<file path="src/mslcg_pkg.sv">
`timescale 1ns / 1ps

package mslcg_pkg;

    localparam int STATE_W = 31;
    localparam int BOUND_W = 32;
    localparam int PROD_W  = 46;
    localparam int MULT_W  = 15;
    localparam int CNT_W   = 5;

    localparam logic [MULT_W-1:0]  LCG_MULT  = 15'd16807;
    localparam logic [STATE_W-1:0] LCG_MOD   = 31'h7fffffff;
    localparam logic [STATE_W-1:0] SEED_MASK = 31'd123459876;

    // one restoring step per dividend bit
    localparam logic [CNT_W-1:0] DIV_LAST = CNT_W'(STATE_W - 1);

    localparam logic CMD_DRAW   = 1'b0;
    localparam logic CMD_RESEED = 1'b1;

    typedef enum logic [2:0] {
        ST_IDLE,
        ST_MUL,
        ST_FOLD,
        ST_REDUCE,
        ST_DIV,
        ST_OUT
    } ctrl_state_t;

    typedef struct packed {
        logic load_seed;
        logic capture_bound;
        logic clear_rem;
        logic mul;
        logic fold;
        logic reduce;
        logic div_step;
        logic load_out;
    } dp_cmd_t;

    typedef struct packed {
        logic is_reseed;
        logic bound_pos;
        logic div_last;
        logic out_free;
    } dp_stat_t;

endpackage

</file>
<file path="src/mslcg_ctrl.sv">
`timescale 1ns / 1ps

module mslcg_ctrl (
    input  logic                 aclk,
    input  logic                 aresetn,
    input  logic                 s_tvalid,
    output logic                 s_tready,
    input  mslcg_pkg::dp_stat_t  stat,
    output mslcg_pkg::dp_cmd_t   cmd
);

    mslcg_pkg::ctrl_state_t state_reg;
    mslcg_pkg::ctrl_state_t state_next;

    always_ff @(posedge aclk) begin
        if (!aresetn) begin
            state_reg <= mslcg_pkg::ST_IDLE;
        end else begin
            state_reg <= state_next;
        end
    end

    always_comb begin
        state_next = state_reg;
        unique case (state_reg)
            mslcg_pkg::ST_IDLE: begin
                if (s_tvalid && !stat.is_reseed) begin
                    state_next = stat.bound_pos ? mslcg_pkg::ST_MUL : mslcg_pkg::ST_OUT;
                end
            end
            mslcg_pkg::ST_MUL:    state_next = mslcg_pkg::ST_FOLD;
            mslcg_pkg::ST_FOLD:   state_next = mslcg_pkg::ST_REDUCE;
            mslcg_pkg::ST_REDUCE: state_next = mslcg_pkg::ST_DIV;
            mslcg_pkg::ST_DIV: begin
                if (stat.div_last) begin
                    state_next = mslcg_pkg::ST_OUT;
                end
            end
            mslcg_pkg::ST_OUT: begin
                if (stat.out_free) begin
                    state_next = mslcg_pkg::ST_IDLE;
                end
            end
            default: state_next = mslcg_pkg::ST_IDLE;
        endcase
    end

    always_comb begin
        cmd      = '0;
        s_tready = 1'b0;
        unique case (state_reg)
            mslcg_pkg::ST_IDLE: begin
                s_tready = 1'b1;
                if (s_tvalid) begin
                    if (stat.is_reseed) begin
                        cmd.load_seed = 1'b1;
                    end else if (stat.bound_pos) begin
                        cmd.capture_bound = 1'b1;
                    end else begin
                        cmd.clear_rem = 1'b1;
                    end
                end
            end
            mslcg_pkg::ST_MUL:    cmd.mul      = 1'b1;
            mslcg_pkg::ST_FOLD:   cmd.fold     = 1'b1;
            mslcg_pkg::ST_REDUCE: cmd.reduce   = 1'b1;
            mslcg_pkg::ST_DIV:    cmd.div_step = 1'b1;
            mslcg_pkg::ST_OUT:    cmd.load_out = stat.out_free;
            default: ;
        endcase
    end

endmodule

</file>
<file path="src/mslcg_dp.sv">
`timescale 1ns / 1ps

module mslcg_dp (
    input  logic                 aclk,
    input  logic                 aresetn,
    input  logic [63:0]          s_tdata,
    input  logic                 s_tuser,
    output logic                 m_tvalid,
    input  logic                 m_tready,
    output logic [31:0]          m_tdata,
    input  mslcg_pkg::dp_cmd_t   cmd,
    output mslcg_pkg::dp_stat_t  stat
);

    localparam int SW = mslcg_pkg::STATE_W;

    logic [SW-1:0]                    gen_state_reg;
    logic [SW-1:0]                    bound_reg;
    logic [mslcg_pkg::PROD_W-1:0]     prod_reg;
    logic [SW:0]                      fold_reg;
    logic [SW-1:0]                    quo_reg;
    logic [SW-1:0]                    rem_reg;
    logic [mslcg_pkg::CNT_W-1:0]      cnt_reg;
    logic                             m_tvalid_reg;
    logic [31:0]                      m_tdata_reg;

    logic [SW-1:0] seed_in;
    logic [SW-1:0] seed_eff;
    logic [SW:0]   reduced;
    logic [SW:0]   rem_trial;
    logic [SW:0]   rem_diff;
    logic          rem_ge;

    assign seed_in  = s_tdata[62:32];
    assign seed_eff = (seed_in == mslcg_pkg::SEED_MASK) ? '0 : seed_in;

    // Mersenne modulus: 2^31 == 1, so fold high bits onto low bits, then one subtract
    assign reduced = (fold_reg >= {1'b0, mslcg_pkg::LCG_MOD})
                   ? fold_reg - {1'b0, mslcg_pkg::LCG_MOD} : fold_reg;

    assign rem_trial = {rem_reg, quo_reg[SW-1]};
    assign rem_diff  = rem_trial - {1'b0, bound_reg};
    assign rem_ge    = rem_trial >= {1'b0, bound_reg};

    always_ff @(posedge aclk) begin
        if (!aresetn) begin
            gen_state_reg <= mslcg_pkg::SEED_MASK;
            cnt_reg       <= '0;
            m_tvalid_reg  <= 1'b0;
        end else begin
            if (cmd.load_seed) begin
                gen_state_reg <= seed_eff ^ mslcg_pkg::SEED_MASK;
            end else if (cmd.reduce) begin
                gen_state_reg <= reduced[SW-1:0];
            end
            if (cmd.reduce) begin
                cnt_reg <= '0;
            end else if (cmd.div_step) begin
                cnt_reg <= cnt_reg + mslcg_pkg::CNT_W'(1);
            end
            if (cmd.load_out) begin
                m_tvalid_reg <= 1'b1;
            end else if (m_tready) begin
                m_tvalid_reg <= 1'b0;
            end
        end
    end

    always_ff @(posedge aclk) begin
        if (cmd.capture_bound) begin
            bound_reg <= s_tdata[SW-1:0];
        end
        if (cmd.mul) begin
            prod_reg <= mslcg_pkg::PROD_W'(gen_state_reg)
                      * mslcg_pkg::PROD_W'(mslcg_pkg::LCG_MULT);
        end
        if (cmd.fold) begin
            fold_reg <= {1'b0, prod_reg[SW-1:0]}
                      + (SW+1)'(prod_reg[mslcg_pkg::PROD_W-1:SW]);
        end
        if (cmd.reduce) begin
            quo_reg <= reduced[SW-1:0];
        end else if (cmd.div_step) begin
            quo_reg <= {quo_reg[SW-2:0], 1'b0};
        end
        if (cmd.reduce || cmd.clear_rem) begin
            rem_reg <= '0;
        end else if (cmd.div_step) begin
            rem_reg <= rem_ge ? rem_diff[SW-1:0] : rem_trial[SW-1:0];
        end
        if (cmd.load_out) begin
            m_tdata_reg <= {1'b0, rem_reg};
        end
    end

    assign m_tvalid = m_tvalid_reg;
    assign m_tdata  = m_tdata_reg;

    assign stat.is_reseed = (s_tuser == mslcg_pkg::CMD_RESEED);
    assign stat.bound_pos = !s_tdata[mslcg_pkg::BOUND_W-1] && (s_tdata[SW-1:0] != '0);
    assign stat.div_last  = (cnt_reg == mslcg_pkg::DIV_LAST);
    assign stat.out_free  = !m_tvalid_reg || m_tready;

endmodule

</file>
<file path="src/minimal_standard_lcg_ranged.sv">
`timescale 1ns / 1ps
// Minimal standard generator (16807 * x mod 2^31-1) with bounded draws.
// Input stream: s_tuser selects the command (0 draw, 1 reseed); s_tdata
// carries the draw bound and the reseed value. One command is taken at a
// time; s_tready is high only while the sequencer is idle.
// Reseed: state loads in the accepting cycle, no result, next transfer can
// follow in the next cycle.
// Draw with bound <= 0: the remainder is cleared at the transfer and 0 is
// registered in the output phase, state untouched; the sequencer then
// returns to idle for the next command.
// Draw with positive bound: a multiply, a fold and a reduce step for the
// Mersenne modulus, then a restoring remainder unit that retires one dividend
// bit per cycle; the remainder is registered in the output phase as well.
// The result sits in an output register; if the receiver holds m_tready low,
// the sequencer waits with the finished remainder until the register frees.
// Reset (aresetn low, synchronous) sets the state to 123459876, drops m_tvalid
// and returns the sequencer to idle.

module minimal_standard_lcg_ranged (
    input  logic        aclk,
    input  logic        aresetn,
    input  logic        s_tvalid,
    output logic        s_tready,
    input  logic [63:0] s_tdata,   // [31:0] bound, [62:32] seed_value, [63] zero
    input  logic        s_tuser,   // [0] command
    output logic        m_tvalid,
    input  logic        m_tready,
    output logic [31:0] m_tdata    // [30:0] value, [31] zero
);

    mslcg_pkg::dp_cmd_t  cmd;
    mslcg_pkg::dp_stat_t stat;

    // sequencer: steps multiply, fold, reduce and divide phases
    mslcg_ctrl u_ctrl (
        .aclk     (aclk),
        .aresetn  (aresetn),
        .s_tvalid (s_tvalid),
        .s_tready (s_tready),
        .stat     (stat),
        .cmd      (cmd)
    );

    // generator state, modular multiply, remainder unit, output register
    mslcg_dp u_dp (
        .aclk     (aclk),
        .aresetn  (aresetn),
        .s_tdata  (s_tdata),
        .s_tuser  (s_tuser),
        .m_tvalid (m_tvalid),
        .m_tready (m_tready),
        .m_tdata  (m_tdata),
        .cmd      (cmd),
        .stat     (stat)
    );

    // a positive-bound draw occupies the sequencer
    assert property (@(posedge aclk) disable iff (!aresetn)
        (s_tvalid && s_tready && !s_tuser && !s_tdata[31] && (s_tdata[30:0] != 31'd0))
        |=> !s_tready)
    else $error("input taken during a draw in progress");

    // reseed finishes in the accepting cycle
    assert property (@(posedge aclk) disable iff (!aresetn)
        (s_tvalid && s_tready && s_tuser) |=> s_tready)
    else $error("reseed did not return to idle");

    // results are loaded only from the busy output phase
    assert property (@(posedge aclk) disable iff (!aresetn)
        $rose(m_tvalid) |-> !$past(s_tready))
    else $error("result appeared while sequencer idle");

    // a nonpositive-bound draw with the output register empty yields a result after the output phase
    assert property (@(posedge aclk) disable iff (!aresetn)
        (s_tvalid && s_tready && !s_tuser && (s_tdata[31] || (s_tdata[30:0] == 31'd0))
         && !m_tvalid) |=> ##1 m_tvalid)
    else $error("zero result missing");

endmodule

</file>
<file path="config.mk">
export PLATFORM = sky130hd
export DESIGN_NAME = minimal_standard_lcg_ranged
export DESIGN_NICKNAME = d
export VERILOG_FILES = /design/src/mslcg_pkg.sv /design/src/mslcg_ctrl.sv /design/src/mslcg_dp.sv /design/src/minimal_standard_lcg_ranged.sv
export SDC_FILE = /design/constraint.sdc
export NUM_CORES = 1
export LEC_CHECK = 0
export ABC_CLOCK_PERIOD_IN_PS = 9760
export BUFFER_PORTS_ARGS = -buffer_cell sky130_fd_sc_hd__clkbuf_2
export CORE_UTILIZATION = 45
export DETAILED_ROUTE_END_ITERATION = 6
export PLACE_DENSITY = 0.72
export SLEW_MARGIN = 20
export SYNTH_ARGS = -nofsm -noshare
export SYNTH_HDL_FRONTEND = slang
export SYNTH_HIERARCHICAL = 1
export SYNTH_SLANG_ARGS = --single-unit
</file>
<file path="constraint.sdc">
create_clock -name aclk -period 9.76 [get_ports aclk]
set_input_delay 1.952 -clock aclk [delete_from_list [all_inputs] [get_ports aclk]]
set_output_delay 1.952 -clock aclk [all_outputs]
set_load 0.05 [all_outputs]
</file>
==> out/qor.yml, run 1 <==
clocking:
  hold_buffers: 0
  post_cts_buffers: 0
  post_cts_resize_count: 0
  cts_buffers: 28
  ctsLongestPathBuffers: 3
  cts-htree-levels: 1
  cts_tree: "done"
  clkLatencyLatePin_ns: 0.57
  clock_sinks: 242
  cts_root_buf: "clkbuf_16"
  path_clk_slew_ns: 0.07
yosys:
  ys_warn_count: 6
  synth-adder-area-share_pct: 27.91
  synth_top_family_by_area: "adder cells"
  synth_fp_nets: 2548
  synth_simple_gate_area_share_pct: 12.75
  synth-edff-count: 171
  synth_cells: 2108
  synth-async-reset-ratio_pct: 0
  syn_area_per_cell_sq_um: 9.611
  synth-seq-cells: 242
  synth-seq-area-share_pct: 32.36
  synth_ff_type: "edfxtp_1"
  netlist-cell-type-count: 82
  synthXorXnorAreaFrac_pct: 4.496
  synth_mux_area_share_pct: 0.4508
  synth_compound_gate_area_share_pct: 13.87
  syn-cell-area_sq_mm: 0.02026
place:
  port-buffer-count: 100
  hpwl_microns: 40490
  gp_congestion: 0.9185
critical_path:
  critPathCaptureType: "flip-flop"
  cp_slowest_cell: "a211oi_1"
  path_cells: "inv_1, fa_1, inv_1, ha_1, inv_1, fa_1, inv_1, ha_1, fa_1, inv_1, fa_1, inv_1, ha_1, and3_1, and3_1, a211oi_1, nor2_1, o21ai_0, o31ai_1, a221oi_1, xnor2_1"
  critPathMostFrequentCell: "inv_1"
  crit_path_start_kind: "flip-flop"
  max_stage_delay_ns: 0.67
  worst-path-max-fanout: 6
  cp.required_ns: 10.06
  critical-path-top-delay-family: "adder cells"
  critical_path_arrival_ns: 7.26
  critPathBufInv: 6
  worstSetupPathType: "flip-flop to flip-flop"
global_routing:
  grt.total_usage_pct: 22.24
  grtUsageMet2_pct: 36.71
  top_usage_layer: "met2"
  antenna_found_initial: 1
  grt_use_met1_pct: 30.47
  overflow: 0
  grt_pass1_wl_microns: 82210
  grt_use_met3_pct: 2.709
  grt_pass1_vias: 15517
  grt_max_degree: 87
route:
  vias: 15505
  first_pass_iters: 6
  ant_nets: 0
  finalWirelength_microns: 50660
  avgRoutedWirePerCell_microns: 18.15
  drc: 0
  drt-vias-per-instance: 5.555
  drtIter0Drc: 1146
hold_path:
  hold_path.class: "flip-flop to flip-flop"
floorplan:
  die_area_sq_mm: 0.04588
  die_w_microns: 214.2
  num_io_pins: 103
  die_y_microns: 214.2
  core-area_sq_mm: 0.04432
  rows: 77
  initial_utilization_pct: 45.72
timing:
  max_freq_mhz: 143.8
  clock_skew_ns: 0.03710
  finalCritPeriodShare_pct: 71.27
  max-slew-margin-rel_pct: 33.31
  hold_ws_ns: 0.4847
  finalMaxSlewViolations: 0
  min_period_ns: 6.956
  worst_pin_slew_ns: 0.9912
  setup_viol: 0
  setup_tns_ns: 0
  hold_viol: 0
  rsz0062_at_grt: "false"
finish:
  syn2layout_area_growth_pct: 9.918
  final_cell_mix: "inv_1, ha_1, edfxtp_1, nand2_1, fa_1"
  fin_nets: 2616
  drive_above_1_share_pct: 8.417
  fin_util_pct: 50.25
  largest_reg_flops: 46
  final_common_cell: "inv_1"
outcome:
  outcome: "finished, final reports clean"
flow_run:
  drv_cap: 0
==> per-stage QoR <==
step | instances | cell area (sq um) | worst slack, ns
finish | 2791 | 22270 | 2.804
global placement | 2738 | 21280 | 2.993
detailed placement | 2738 | 21280 | 2.884
floorplan | 2108 | 20260 | 3.883
CTS | 2790 | 22260 | 2.843
global route | 2790 | 22270 | 2.431
==> area by class of cell <==
type	count	area, sq um
clock buffers	29	704.4
inverters	361	1355
flip-flops and latches	242	6556
diodes	1	2.502
multi-input cells	1435	12070
fillers	4021	22050
repair buffers	108	560.5
clock inverters	23	276.5
well taps	592	740.7
==> Yosys cell counts (5+ instances only) <==
cell,count,area share (%)
xnor2_1,64,2.8
a221oi_1,8,0.35
a21oi_1,108,2.7
a211o_1,5,0.22
or4_1,8,0.30
clkbuf_1,58,1.1
nor3b_1,11,0.41
ha_1,236,15
inv_1,359,6.7
and3_1,19,0.59
nor2_1,131,2.4
a31oi_1,35,1.1
nand3b_1,5,0.19
xor2_1,40,1.7
o211ai_1,7,0.26
and4_1,11,0.48
buf_2,5,0.12
nand3_1,53,1.3
o2111ai_1,8,0.35
nor2b_1,12,0.37
o31a_1,7,0.30
nand4b_1,6,0.26
a21boi_0,11,0.41
nand4_1,17,0.52
o21a_1,18,0.67
o21bai_1,12,0.44
nand2b_1,12,0.37
or3_1,10,0.31
a41oi_1,10,0.43
nor3_1,30,0.74
a211oi_1,11,0.41
edfxtp_1,171,25
fa_1,135,13
mux2i_1,8,0.40
a21o_1,35,1.3
and2_1,13,0.40
o21ai_0,100,2.5
o31ai_1,10,0.37
nand2_1,141,2.6
nor4_1,19,0.59
dfxtp_1,71,7.0
==> metal layers <==
| layer | routed length, microns | part of all wire (%) |
|---|---|---|
| met5 | 0 | 0 |
| met3 | 2867 | 5.7 |
| met2 | 23530 | 46 |
| met1 | 22730 | 45 |
| met4 | 1531 | 3.0 |
==> kinds of logic after synthesis <==
| logic type | count (synthesis) |
|---|---|
| simple gates | 518 |
| compound gates | 432 |
| buf+inv | 431 |
| fa+ha+maj | 371 |
| flops | 242 |
| xor+xnor | 104 |
| mux | 9 |
| other cells | 1 |
==> worst paths after layout <==
kind | from | slack [ns] | cells past startpoint | to
worst max-delay path | u_dp/gen_state_reg[8]$_SDFFE_PN1P_ | 2.80 | 21 | u_dp/prod_reg[44]$_DFFE_PP_
worst min-delay path | u_dp/rem_reg[30]$_SDFFE_PP0P_ | 0.48 | 0 | u_dp/m_tdata[30]$_DFFE_PP_
worst max register to register | u_dp/gen_state_reg[8]$_SDFFE_PN1P_ | 2.80 | 21 | u_dp/prod_reg[44]$_DFFE_PP_
worst min register to register | u_dp/rem_reg[30]$_SDFFE_PP0P_ | 0.48 | 0 | u_dp/m_tdata[30]$_DFFE_PP_
Power of run 1 is left out: the tool's default activity adds up to more than one toggle a clock period on the data nets, which glitch-free logic cannot reach.
==> run 2: changes to the inputs <==
--- a/config.mk
+++ b/config.mk
@@ -5,7 +5,7 @@
 export SDC_FILE = /design/constraint.sdc
 export NUM_CORES = 1
 export LEC_CHECK = 0
-export ABC_CLOCK_PERIOD_IN_PS = 9760
+export ABC_CLOCK_PERIOD_IN_PS = 6400
 export BUFFER_PORTS_ARGS = -buffer_cell sky130_fd_sc_hd__clkbuf_2
 export CORE_UTILIZATION = 45
 export DETAILED_ROUTE_END_ITERATION = 6
==> constraint.sdc (replaced) <==
create_clock -name aclk -period 6.4 [get_ports aclk]
set_input_delay 1.28 -clock aclk [delete_from_list [all_inputs] [get_ports aclk]]
set_output_delay 1.28 -clock aclk [all_outputs]
set_load 0.05 [all_outputs]
==> out/qor.yml, run 2 (synthesis results as in run 1) <==
critical_path:
  cp.required_ns: 6.68
  critical-path-top-delay-family: "adder cells"
  worst-path-max-fanout: 7
  critPathCaptureType: "flip-flop"
  max_stage_delay_ns: 0.56
  path_cells: "inv_1, fa_1, inv_1, ha_1, inv_1, fa_1, inv_1, fa_1, fa_1, inv_1, fa_1, inv_1, ha_1, nand4_1, nor3_1, o211ai_1, nand3_1, a41oi_2, buf_4, o21ai_1, a2111o_1, nand3_1"
  cp_slowest_cell: "fa_1"
  reg2regPathDepth: 22
  critical_path_arrival_ns: 6.38
  worst-path-stages: 22
  worstSetupPathType: "flip-flop to flip-flop"
  crit_path_start_kind: "flip-flop"
  critPathBufInv: 7
  critPathMostFrequentCell: "inv_1"
global_routing:
  grt_pass1_vias: 15670
  grt.total_usage_pct: 22.64
  grt_max_degree: 87
  antenna_found_initial: 1
  overflow: 0
  grt_pass1_wl_microns: 83150
finish:
  regArea_sq_mm: 0.006556
  largest_reg_flops: 46
  final_cell_mix: "inv_1, ha_1, edfxtp_1, nand2_1, fa_1"
  final_common_cell: "inv_1"
  syn2layout_area_growth_pct: 11.46
  drive_above_1_share_pct: 10.16
  fin_nets: 2662
  multi_input_area_sq_mm: 0.01209
  fill_cells: 4069
  final_area_sq_mm: 0.02258
  finalNonFillerCells: 2838
place:
  place_area_sq_mm: 0.02163
  hpwl_microns: 41840
  gp_congestion: 0.9674
  port-buffer-count: 100
  dp.cells: 2784
clocking:
  post_cts_buffers: 0
  cts-htree-levels: 1
  clkLatencyLatePin_ns: 0.57
  cts_tree: "done"
  cts_root_buf: "clkbuf_16"
  clock_sinks: 242
  hold_buffers: 0
  ctsLongestPathBuffers: 3
  path_clk_slew_ns: 0.06
  post_cts_resize_count: 0
  cts_buffers: 28
floorplan:
  die_y_microns: 214.2
  num_io_pins: 103
  core-area_sq_mm: 0.04432
  rows: 77
  initial_utilization_pct: 45.72
  die_w_microns: 214.2
  die_area_sq_mm: 0.04588
timing:
  worst_pin_slew_ns: 1.216
  finalMaxSlewViolations: 0
  setup_viol: 0
  max_freq_mhz: 164.2
  hold_viol: 0
  rsz0062_at_grt: "false"
  finalCritPeriodShare_pct: 95.17
  max-slew-margin-rel_pct: 18.35
  min_period_ns: 6.091
  setup_tns_ns: 0
  clock_skew_ns: 0.01054
route:
  vias: 15861
  finalWirelength_microns: 51570
  drt-vias-per-instance: 5.589
  avgRoutedWirePerCell_microns: 18.17
  first_pass_iters: 5
  drc: 0
  drtIter0Drc: 1142
  ant_nets: 0
outcome:
  outcome: "finished, final reports clean"
hold_path:
  hold_path.class: "flip-flop to flip-flop"
  whs_path_depth: 0
flow_run:
  drv_cap: 0
-- run 2: cell count changes in the layout (fill, tap and decap cells not counted), moves of 2 or more --
| cell | change |
|---|---|
| clkbuf_1 | +7 |
| bufinv_16 | -3 |
| a221oi_2 | +2 |
| clkinv_4 | -2 |
| a221oi_1 | -2 |
| buf_4 | +46 |
| o21ai_0 | -2 |
| clkinvlp_4 | -3 |
| o21ai_1 | +2 |
| clkinv_2 | -3 |
| clkbuf_8 | +4 |
-- run 2: worst paths after layout --
check,start,end,slack (ns)
worst min-delay path,u_dp/rem_reg[30]$_SDFFE_PP0P_,u_dp/m_tdata[30]$_DFFE_PP_,0.49
worst min register to register,u_dp/rem_reg[30]$_SDFFE_PP0P_,u_dp/m_tdata[30]$_DFFE_PP_,0.49
worst max register to register,u_dp/gen_state_reg[15]$_SDFFE_PN1P_,u_dp/prod_reg[39]$_DFFE_PP_,0.31
worst max-delay path,u_dp/gen_state_reg[15]$_SDFFE_PN1P_,u_dp/prod_reg[39]$_DFFE_PP_,0.31
-- run 2: worst register-to-register path, cell delays in order (launching register included) --
cell and delay [ns]:
dfxtp_1 0.33, inv_1 0.12, fa_1 0.56, inv_1 0.05, ha_1 0.28, inv_1 0.06
fa_1 0.50, inv_1 0.06, fa_1 0.47, fa_1 0.56, inv_1 0.06, fa_1 0.55
inv_1 0.05, ha_1 0.39, nand4_1 0.14, nor3_1 0.35, o211ai_1 0.16, nand3_1 0.18
a41oi_2 0.16, buf_4 0.17, o21ai_1 0.33, a2111o_1 0.20, nand3_1 0.09
-- run 2: through the flow --
stage	setup slack [ns]	hold slack (ns)	util, %
3_3_place_gp	0.3043	0.4487	48.80
6_report	0.3093	0.4921	50.96
2_1_floorplan	0.5229	0.4262	-
4_1_cts	0.2281	0.4922	50.90
5_1_grt	0.02552	0.4998	50.95
3_5_place_dp	0.2721	0.4678	48.81
-- run 2: routing by layer --
layer | part of all wire (%) | wire length (microns) | global-route usage, % | vias up
met3 | 7.5 | 3848 | 3.305 | 97
li1 | - | - | - | 7547
met1 | 43 | 22230 | 30.92 | 7677
met2 | 47 | 24050 | 37.38 | 540
met4 | 2.8 | 1440 | 6.286 | 0
met5 | 0 | 0 | 0 | -
-- run 2: cell type report --
| class | count | area share (%) |
|---|---|---|
| flip-flops and latches | 242 | 29.03 |
| repair buffers | 154 | 4.011 |
| inverters | 361 | 6.000 |
| clock buffers | 41 | 3.590 |
| well taps | 592 | 3.280 |
| multi-input cells | 1435 | 53.55 |
| diodes | 2 | 0.02216 |
| clock inverters | 11 | 0.5097 |
Power of run 2 is left out for the same reason.
